===== config.mk =====
export PLATFORM = sky130hd
export DESIGN_NAME = chunk_container_checker_core
export DESIGN_NICKNAME = d
export VERILOG_FILES = /design/src/chk_pkg.sv /design/src/chk_queue.sv /design/src/chk_engine.sv /design/src/chunk_container_checker_core.sv
export SDC_FILE = /design/constraint.sdc
export NUM_CORES = 2
export LEC_CHECK = 0
export ABC_CLOCK_PERIOD_IN_PS = 22700
export BUFFER_PORTS_ARGS = -buffer_cell sky130_fd_sc_hd__buf_2
export CAP_MARGIN = 10
export CORE_MARGIN = 2
export CORE_UTILIZATION = 30
export CTS_CLUSTER_DIAMETER = 50
export CTS_CLUSTER_SIZE = 28
export DETAILED_ROUTE_END_ITERATION = 10
export PLACE_DENSITY_LB_ADDON = 0.1
export RECOVER_POWER = 100
export SYNTH_ARGS = -nofsm -noshare
export SYNTH_HDL_FRONTEND = slang
export SYNTH_SLANG_ARGS = --single-unit

===== constraint.sdc =====
create_clock -name clk -period 22.7 [get_ports clk]
set_clock_uncertainty 0.2 [all_clocks]
set_input_delay 2.27 -clock clk [delete_from_list [all_inputs] [get_ports clk]]
set_output_delay 2.27 -clock clk [all_outputs]
set_load 0.03 [all_outputs]

===== src/chk_pkg.sv =====
// Shared types, constants and the hash fold function of the chunk container checker.
package chk_pkg;

	localparam int LEN_BITS = 24;
	localparam logic [31:0] HASH_MUL = 32'hC2B0C3CC;
	localparam int END_CHUNK_BYTES = 12;

	// Configuration register indexes.
	localparam logic REG_TOTAL_LENGTH = 1'b0;
	localparam logic REG_END_MARKER   = 1'b1;

	typedef enum logic [2:0] {
		PH_TYPE     = 3'd0,
		PH_LEN      = 3'd1,
		PH_PAYLOAD  = 3'd2,
		PH_HASH     = 3'd3,
		PH_END_TYPE = 3'd4,
		PH_END_LEN  = 3'd5,
		PH_END_HASH = 3'd6
	} phase_t;

	typedef enum logic [1:0] {
		KIND_PAYLOAD  = 2'd0,
		KIND_VERIFIED = 2'd1,
		KIND_COMPLETE = 2'd2,
		KIND_ERROR    = 2'd3
	} kind_t;

	typedef enum logic [2:0] {
		ERR_NONE      = 3'd0,
		ERR_TOO_SHORT = 3'd1,
		ERR_OVERRUN   = 3'd2,
		ERR_HASH      = 3'd3,
		ERR_EARLY_END = 3'd4,
		ERR_TRUNCATED = 3'd5,
		ERR_END_LEN   = 3'd6
	} err_t;

	typedef struct packed {
		logic [LEN_BITS-1:0] total_length;
		logic [31:0]         end_marker_type;
	} cfg_t;

	// Multiply by the hash constant and fold the 64-bit product into 32 bits.
	function automatic logic [31:0] fold_mul(input logic [31:0] h);
		logic [63:0] p;
		p = {32'd0, h} * {32'd0, HASH_MUL};
		return p[63:32] ^ p[31:0];
	endfunction

endpackage


===== src/chk_queue.sv =====
// Two-entry byte queue between the input channel and the chunk engine.
module chk_queue (
	input  logic       clk,
	input  logic       arst_n,
	input  logic       push,
	input  logic [7:0] push_data,
	output logic       full,
	input  logic       pop,
	output logic       not_empty,
	output logic [7:0] pop_data
);
	import chk_pkg::*;

	logic [7:0] mem_q [2];
	logic       wr_ptr_q;
	logic       rd_ptr_q;
	logic [1:0] count_q;

	assign full      = (count_q == 2'd2);
	assign not_empty = (count_q != 2'd0);
	assign pop_data  = mem_q[rd_ptr_q];

	always_ff @(posedge clk) begin
		if (push) begin
			mem_q[wr_ptr_q] <= push_data;
		end
	end

	always_ff @(posedge clk or negedge arst_n) begin
		if (!arst_n) begin
			wr_ptr_q <= 1'b0;
			rd_ptr_q <= 1'b0;
			count_q  <= 2'd0;
		end else begin
			if (push) begin
				wr_ptr_q <= ~wr_ptr_q;
			end
			if (pop) begin
				rd_ptr_q <= ~rd_ptr_q;
			end
			case ({push, pop})
				2'b10:   count_q <= count_q + 2'd1;
				2'b01:   count_q <= count_q - 2'd1;
				default: count_q <= count_q;
			endcase
		end
	end
endmodule


===== src/chk_engine.sv =====
// Chunk parser, hash unit and output register of the chunk container checker.
module chk_engine (
	input  logic           clk,
	input  logic           arst_n,
	input  chk_pkg::cfg_t  cfg,
	input  logic           byte_valid,
	input  logic [7:0]     byte_data,
	output logic           byte_pop,
	output logic           out_valid,
	input  logic           out_stall,
	output logic [1:0]     kind,
	output logic [7:0]     payload_byte,
	output logic [31:0]    chunk_type,
	output logic [2:0]     error_code
);
	import chk_pkg::*;

	localparam int PW = LEN_BITS + 1;
	localparam logic [PW-1:0] END_B = PW'(END_CHUNK_BYTES);

	phase_t              phase_q, phase_d;
	logic [1:0]          fbc_q, fbc_d;
	logic [LEN_BITS-1:0] pos_q, pos_d;
	logic [LEN_BITS-1:0] cs_q, cs_d;
	logic [31:0]         tw_q, tw_d;
	logic [31:0]         lw_q, lw_d;
	logic [31:0]         rem_q, rem_d;
	logic [31:0]         rh_q, rh_d;
	logic [1:0]          hbi_q, hbi_d;
	logic [31:0]         sh_q, sh_d;
	logic                disc_q, disc_d;
	logic [31:0]         final_q;

	logic                res_v;
	kind_t               res_kind;
	logic [7:0]          res_byte;
	err_t                res_err;
	logic [31:0]         res_type;

	logic                out_valid_q;
	logic [1:0]          kind_q;
	logic [7:0]          pbyte_q;
	logic [31:0]         ctype_q;
	logic [2:0]          err_q;

	logic fire;

	assign byte_pop = byte_valid && (!out_valid_q || !out_stall);
	assign fire     = byte_pop;

	always_comb begin
		logic [LEN_BITS-1:0] tot;
		logic [LEN_BITS-1:0] npos;
		logic                failed;
		logic                rst_all;
		err_t                code;
		logic                done;
		logic [31:0]         hfin;
		logic [PW-1:0]       need;
		logic [7:0]          b;

		phase_d  = phase_q;
		fbc_d    = fbc_q;
		pos_d    = pos_q;
		cs_d     = cs_q;
		tw_d     = tw_q;
		lw_d     = lw_q;
		rem_d    = rem_q;
		rh_d     = rh_q;
		hbi_d    = hbi_q;
		sh_d     = sh_q;
		disc_d   = disc_q;
		res_v    = 1'b0;
		res_kind = KIND_PAYLOAD;
		res_byte = 8'd0;
		res_err  = ERR_NONE;
		failed   = 1'b0;
		rst_all  = 1'b0;
		code     = ERR_NONE;
		done     = 1'b0;
		need     = '0;
		b        = byte_data;
		tot      = cfg.total_length;
		npos     = pos_q + LEN_BITS'(1);
		hfin     = (hbi_q != 2'd0) ? final_q : rh_q;

		if (disc_q) begin
			pos_d = npos;
			if (npos >= tot) begin
				rst_all = 1'b1;
			end
		end else begin
			if (phase_q == PH_TYPE && fbc_q == 2'd0) begin
				cs_d  = pos_q;
				tw_d  = 32'd0;
				lw_d  = 32'd0;
				rh_d  = 32'd1;
				hbi_d = 2'd0;
				sh_d  = 32'd0;
				if ({1'b0, tot} < END_B) begin
					failed = 1'b1;
					code   = ERR_TOO_SHORT;
				end else if ({1'b0, pos_q} + END_B > {1'b0, tot}) begin
					failed = 1'b1;
					code   = ERR_TRUNCATED;
				end else if ({1'b0, pos_q} + END_B == {1'b0, tot}) begin
					phase_d = PH_END_TYPE;
				end
			end
			if (!failed) begin
				fbc_d = fbc_q + 2'd1;
				done  = (fbc_d == 2'd0);
				pos_d = npos;
				// Hash feed for every field but the stored hash.
				if (phase_d != PH_HASH && phase_d != PH_END_HASH) begin
					rh_d  = rh_d ^ ({24'd0, b} << {hbi_d, 3'b000});
					hbi_d = hbi_d + 2'd1;
					if (hbi_d == 2'd0) begin
						rh_d = fold_mul(rh_d);
					end
				end
				case (phase_d)
					PH_TYPE, PH_END_TYPE: begin
						tw_d = {tw_d[23:0], b};
						if (done) begin
							if (phase_d == PH_END_TYPE && tw_d != cfg.end_marker_type) begin
								failed = 1'b1;
								code   = ERR_TRUNCATED;
							end else begin
								phase_d = (phase_d == PH_TYPE) ? PH_LEN : PH_END_LEN;
							end
						end
					end
					PH_LEN: begin
						lw_d = {lw_d[23:0], b};
						if (done) begin
							need = {1'b0, cs_q} + END_B;
							if (need > {1'b0, tot} ||
							    33'(lw_d) > 33'({1'b0, tot} - need)) begin
								failed = 1'b1;
								code   = ERR_OVERRUN;
							end else begin
								rem_d   = lw_d;
								phase_d = (lw_d != 32'd0) ? PH_PAYLOAD : PH_HASH;
							end
						end
					end
					PH_PAYLOAD: begin
						fbc_d = 2'd0;
						rem_d = rem_q - 32'd1;
						if (rem_d == 32'd0) begin
							phase_d = PH_HASH;
						end
						res_v    = 1'b1;
						res_kind = KIND_PAYLOAD;
						res_byte = b;
					end
					PH_HASH: begin
						sh_d = {sh_q[23:0], b};
						if (done) begin
							if (sh_d != hfin) begin
								failed = 1'b1;
								code   = ERR_HASH;
							end else if (tw_q == cfg.end_marker_type) begin
								failed = 1'b1;
								code   = ERR_EARLY_END;
							end else if ({1'b0, npos} + END_B > {1'b0, tot}) begin
								failed = 1'b1;
								code   = ERR_TRUNCATED;
							end else begin
								phase_d  = PH_TYPE;
								res_v    = 1'b1;
								res_kind = KIND_VERIFIED;
							end
						end
					end
					PH_END_LEN: begin
						lw_d = {lw_d[23:0], b};
						if (done) begin
							if (lw_d != 32'd0) begin
								failed = 1'b1;
								code   = ERR_END_LEN;
							end else begin
								phase_d = PH_END_HASH;
							end
						end
					end
					PH_END_HASH: begin
						sh_d = {sh_q[23:0], b};
						if (done) begin
							if (sh_d != hfin) begin
								failed = 1'b1;
								code   = ERR_HASH;
							end else begin
								res_v    = 1'b1;
								res_kind = KIND_COMPLETE;
								rst_all  = 1'b1;
							end
						end
					end
					default: rst_all = 1'b1;
				endcase
			end
			if (failed) begin
				res_v    = 1'b1;
				res_kind = KIND_ERROR;
				res_err  = code;
				if (npos >= tot) begin
					rst_all = 1'b1;
				end else begin
					disc_d = 1'b1;
					pos_d  = npos;
				end
			end
		end
		res_type = tw_d;

		if (rst_all) begin
			phase_d = PH_TYPE;
			fbc_d   = 2'd0;
			pos_d   = '0;
			cs_d    = '0;
			tw_d    = 32'd0;
			lw_d    = 32'd0;
			rem_d   = 32'd0;
			rh_d    = 32'd1;
			hbi_d   = 2'd0;
			sh_d    = 32'd0;
			disc_d  = 1'b0;
		end
	end

	always_ff @(posedge clk or negedge arst_n) begin
		if (!arst_n) begin
			phase_q <= PH_TYPE;
			fbc_q   <= 2'd0;
			pos_q   <= '0;
			cs_q    <= '0;
			tw_q    <= 32'd0;
			lw_q    <= 32'd0;
			rem_q   <= 32'd0;
			rh_q    <= 32'd1;
			hbi_q   <= 2'd0;
			sh_q    <= 32'd0;
			disc_q  <= 1'b0;
		end else if (fire) begin
			phase_q <= phase_d;
			fbc_q   <= fbc_d;
			pos_q   <= pos_d;
			cs_q    <= cs_d;
			tw_q    <= tw_d;
			lw_q    <= lw_d;
			rem_q   <= rem_d;
			rh_q    <= rh_d;
			hbi_q   <= hbi_d;
			sh_q    <= sh_d;
			disc_q  <= disc_d;
		end
	end

	// Final hash of a partial tail word, registered from the running hash.
	always_ff @(posedge clk) begin
		final_q <= fold_mul(rh_q);
	end

	always_ff @(posedge clk or negedge arst_n) begin
		if (!arst_n) begin
			out_valid_q <= 1'b0;
		end else if (fire) begin
			out_valid_q <= res_v;
		end else if (!out_stall) begin
			out_valid_q <= 1'b0;
		end
	end

	always_ff @(posedge clk) begin
		if (fire && res_v) begin
			kind_q  <= res_kind;
			pbyte_q <= res_byte;
			ctype_q <= res_type;
			err_q   <= res_err;
		end
	end

	assign out_valid    = out_valid_q;
	assign kind         = kind_q;
	assign payload_byte = pbyte_q;
	assign chunk_type   = ctype_q;
	assign error_code   = err_q;
endmodule


===== src/chunk_container_checker_core.sv =====
// Top level of the chunk container checker: configuration registers, byte queue and engine.
//
// Channel   Direction  Handshake          Word
// input     in         in_valid/in_stall  data_byte
// output    out        out_valid/out_stall kind, payload_byte, chunk_type, error_code
// config    in         cfg_we             cfg_index, cfg_data
//
// One byte is taken per cycle while in_stall is low; the engine retires one queued byte
// per cycle when not held by the output, using the hash multiplier once per four bytes
// inside that cycle; an accepted byte passes the queue before its result is registered.
// Reset (arst_n low) empties the queue and returns the parser to the type header.
// A stalled valid output holds the engine; the two-entry queue then fills, raising in_stall.
module chunk_container_checker_core (
	input  logic        clk,
	input  logic        arst_n,
	input  logic        in_valid,
	output logic        in_stall,
	input  logic [7:0]  data_byte,
	output logic        out_valid,
	input  logic        out_stall,
	output logic [1:0]  kind,
	output logic [7:0]  payload_byte,
	output logic [31:0] chunk_type,
	output logic [2:0]  error_code,
	input  logic        cfg_we,
	input  logic        cfg_index,
	input  logic [31:0] cfg_data
);
	import chk_pkg::*;

	cfg_t       cfg_q;
	logic       q_full;
	logic       q_valid;
	logic [7:0] q_data;
	logic       q_pop;

	// Configuration registers; the user writes only while the checker is idle (unenforced).
	always_ff @(posedge clk or negedge arst_n) begin
		if (!arst_n) begin
			cfg_q <= '0;
		end else if (cfg_we) begin
			if (cfg_index == REG_TOTAL_LENGTH) begin
				cfg_q.total_length <= LEN_BITS'(cfg_data[23:0]);
			end else begin
				cfg_q.end_marker_type <= cfg_data;
			end
		end
	end

	assign in_stall = q_full;

	chk_queue u_queue (
		.clk       (clk),
		.arst_n    (arst_n),
		.push      (in_valid && !q_full),
		.push_data (data_byte),
		.full      (q_full),
		.pop       (q_pop),
		.not_empty (q_valid),
		.pop_data  (q_data)
	);

	chk_engine u_engine (
		.clk          (clk),
		.arst_n       (arst_n),
		.cfg          (cfg_q),
		.byte_valid   (q_valid),
		.byte_data    (q_data),
		.byte_pop     (q_pop),
		.out_valid    (out_valid),
		.out_stall    (out_stall),
		.kind         (kind),
		.payload_byte (payload_byte),
		.chunk_type   (chunk_type),
		.error_code   (error_code)
	);
endmodule

==> results by group <==
Run status
  • Status: finished with violations
  • Failing checks: capacitance limit, slew limit

Clock network
  • CTS Buffer Depth: 3
  • Clock-pin transition on the worst setup and hold timing paths: 0.06 ns
  • H-Tree Depth: 2
  • Sink Count: 354
  • CTS tree: done
  • Clk Tree Root Cell: clkbuf_16
  • CTS buffer count: 58
  • Post-CTS setup buffer count: 0
  • Post-CTS sizing: 0
  • Hold Buf Count CTS: 0
  • Worst-Skew Late Latency: 0.68 ns

Global routing
  • Pin count of the biggest net entering global routing: 147
  • First-pass GRT wire length: 306000 um
  • Total global routing overflow: 0
  • Initial antenna violation count: 2
  • Vias in the first global route: 42.8k
  • Tot GR Track Use: 0.231

Logic synthesis
  • Post-synthesis cell type count: 102
  • Syn_nets: 7196
  • Post-synth EDFFs: 61
  • Mapped Cells: 5659
  • Mapped Area: 53700 sq um
  • Largest family of logic cells by synthesized area: adder cells
  • Syn_area_per_cell: 9.49 sq um
  • Synth Area in Compound Gates: 0.133
  • Ys Warns: 0
  • Mux share of post-synthesis cell area: 0.0119
  • Ys flop type: dfrtp_1
  • XOR/XNOR Fraction of Synth Area: 0.0693
  • Seq/Total Area, Yosys: 0.168
  • Post-Synth Adder-Cell Area: 0.435
  • FF+latch count, synth: 354
  • Synth Area in Simple Gates: 0.0897
  • Post-synthesis async set-or-reset flop share: 0.737

Critical path
  • CP Class: reg2reg
  • Crit-path max FO: 50
  • Worst path bufs/invs: 2
  • Setup crit start kind: flip-flop
  • WP data arrival: 14.37 ns
  • Worst path top cell family by delay: compound AO/OA/AOI/OAI gates
  • Slowest CP cell: o21ai_0
  • Crit path required time: 22.94 ns
  • CP Capture Type: flip-flop
  • Crit path largest cell delay: 2.84 ns

Worst hold path
  • Tightest Hold Check Type: reg2reg

Finish
  • Ant. Diodes: 0
  • Filler instances: 18.6k
  • Layout cells sized above 1: 0.0445
  • Fin area: 58500 sq um
  • Nets: 7219
  • Syn-to-layout area delta: 8.99%

Routing
  • Detailed Route WL: 211000 um
  • DRT antenna net count: 0
  • Drt via density: 5.10
  • Vias post-DR: 41.3k
  • DRC: 0
  • Initial DRT Pass Iterations: 6
  • Initial DRC count: 2950
  • WL/cell: 26.1 um

Timing
  • Fmax: 70.8 MHz
  • Final hold viol count: 0
  • Slew HR: -4.79
  • Fin. max-slew vios: 768
  • Worst slew pin tran: 8.69 ns
  • Setup Viol. Count Final: 0
  • Sum Neg Setup Slack: 0 ns
  • Crit share post-route: 0.623
  • Unrepaired setup endpoints after global routing: no
  • Tmin final: 14.13 ns

Placement
  • Post-detail-place hpwl: 178000 um
  • PortBufs: 92
  • DP Area: 56800 sq um
  • GPL Wtd Cong: 0.935

Die
  • Die area: 182000 sq um
  • Cell Rows: 155
  • Die Wd: 427 um
  • Initial cell density of the core: 0.301
  • Core area: 178000 sq um
  • Chip Height: 427 um
  • # IOs: 93

Run
  • Max-cap viol count: 16
## worst register-to-register path: cells and delay by family, from the launching register on
kind                       cells  cell delay (ns)
adders and majority gates      3             0.95
and+or+nand+nor                8             3.25
xor gates and xnor gates       1             0.18
DFF                            1             0.54
buffers and inverters          2             1.37
AOI/OAI and AO/OA             14             7.42
## cells by family after synthesis
| logic type | count (synthesis) |
|---|---|
| adders and majority gates | 1491 |
| buffers and inverters | 1293 |
| AOI/OAI and AO/OA | 1063 |
| and+or+nand+nor | 975 |
| xor gates and xnor gates | 424 |
| DFF | 354 |
| muxes | 59 |
## area by class of cell
| class | count | area (sq um) | area share |
|---|---|---|---|
| Multi-Input combinational cell | 4012 | 39700 | 0.678 |
| Sequential cell | 354 | 9000 | 0.154 |
| Clock inverter | 45 | 509 | 0.00870 |
| Timing Repair Buffer | 138 | 671 | 0.0115 |
| Inverter | 1118 | 4200 | 0.0717 |
| Tap cell | 2355 | 2950 | 0.0503 |
| Clock buffer | 64 | 1520 | 0.0259 |
## layout by cell type (no fill, tap or decap), drive strengths merged, types with 15 or more instances in the layout
cell     instances
inv           1136
ha             861
fa             630
nand2          315
xnor2          282
dfrtp          260
a21oi          252
o21ai          250
nor2           221
xor2           142
clkbuf         138
a22o           137
a21o           116
nand4           68
nor3            67
nand3           64
buf             64
edfxtp          61
nor4            55
nand2b          40
and2            39
mux2            34
dfxtp           32
a31oi           30
o31ai           28
o21bai          27
mux2i           25
or3             24
clkinv          23
o21a            22
nor2b           21
o2bb2ai         20
and3            17
a211oi          17
o211ai          15
o22ai           15
o32ai           15
## state kept, by name, summed over array words and instances (netlist names), 3 cells and up
signal and count:
u_engine.sh_q 24, u_engine.cs_q 24, u_engine.error_code 3, u_engine.payload_byte 8, u_engine.lw_q 24, u_engine.final_q 32, u_engine.chunk_type 32, u_engine.rh_q 32
u_queue.mem_q 16, u_engine.pos_q 24, u_engine.phase_q 3, cfg_q 56, u_engine.rem_q 32, u_engine.tw_q 32
## path summary, 6_finish.rpt
kind / startpoint / end / slack (ns) / cells past startpoint
max reg2reg: u_engine.cs_q[2]$_DFFE_PN0P_ / u_engine.rh_q[0]$_DFFE_PN1P_ / 8.57 / 28
min in group asynchronous: arst_n / cfg_q[30]$_DFFE_PN0P_ / 3.01 / 1
min: u_queue.wr_ptr_q$_DFFE_PN0P_ / u_queue.wr_ptr_q$_DFFE_PN0P_ / 0.29 / 1
min reg2reg: u_queue.wr_ptr_q$_DFFE_PN0P_ / u_queue.wr_ptr_q$_DFFE_PN0P_ / 0.29 / 1
max: u_engine.cs_q[2]$_DFFE_PN0P_ / u_engine.rh_q[0]$_DFFE_PN1P_ / 8.57 / 28
max in group asynchronous: arst_n / u_engine.rh_q[5]$_DFFE_PN0P_ / 8.85 / 3
## cell usage after synthesis, drive strengths merged (9+ instances only)
| library cell | n | area share |
|---|---|---|
| a2111oi | 11 | 0.0021 |
| a211oi | 17 | 0.0025 |
| a21o | 116 | 0.016 |
| a21oi | 252 | 0.023 |
| a221oi | 9 | 0.0015 |
| a22o | 137 | 0.022 |
| a22oi | 9 | 0.0013 |
| a31o | 11 | 0.0018 |
| a31oi | 30 | 0.0036 |
| and2 | 39 | 0.0045 |
| and3 | 17 | 0.0020 |
| buf | 62 | 0.0071 |
| clkbuf | 113 | 0.0079 |
| dfrtp | 260 | 0.12 |
| dfxtp | 32 | 0.012 |
| edfxtp | 61 | 0.034 |
| fa | 630 | 0.23 |
| ha | 861 | 0.20 |
| inv | 1113 | 0.078 |
| mux2 | 34 | 0.0071 |
| mux2i | 25 | 0.0048 |
| nand2 | 315 | 0.022 |
| nand2b | 40 | 0.0047 |
| nand3 | 64 | 0.0061 |
| nand4 | 68 | 0.0079 |
| nor2 | 221 | 0.016 |
| nor2b | 21 | 0.0024 |
| nor3 | 67 | 0.0069 |
| nor4 | 55 | 0.0070 |
| nor4bb | 11 | 0.0021 |
| o211ai | 15 | 0.0021 |
| o21a | 22 | 0.0031 |
| o21ai | 250 | 0.024 |
| o21bai | 27 | 0.0038 |
| o22ai | 15 | 0.0017 |
| o2bb2ai | 20 | 0.0033 |
| o31ai | 28 | 0.0044 |
| o32ai | 15 | 0.0024 |
| or3 | 24 | 0.0029 |
| xnor2 | 282 | 0.046 |
| xor2 | 142 | 0.023 |
## per-layer routing
| metal | track usage | vias up | share of wire |
|---|---|---|---|
| li1 | - | 18983 | - |
| met1 | 0.320 | 21067 | 0.46 |
| met2 | 0.390 | 1030 | 0.48 |
| met3 | 0.0195 | 199 | 0.038 |
| met4 | 0.0500 | 0 | 0.024 |
| met5 | 0 | - | 0 |
## stage by stage
| step | hold WS, ns | worst slack, ns | std cells | util |
|---|---|---|---|---|
| final | 0.293 | 8.57 | 8086 | 0.328 |
| after floorplan | 0.261 | 12.71 | 5659 | - |
| after CTS | 0.293 | 11.38 | 8086 | 0.330 |
| after global routing | 0.307 | 6.58 | 8086 | 0.328 |
| after detailed placement | 0.280 | 11.45 | 7977 | 0.318 |
| after global placement | 0.278 | 11.58 | 7977 | 0.318 |
Power is left out: the tool's default activity adds up to more than one toggle a clock period on the data nets, which glitch-free logic cannot reach.
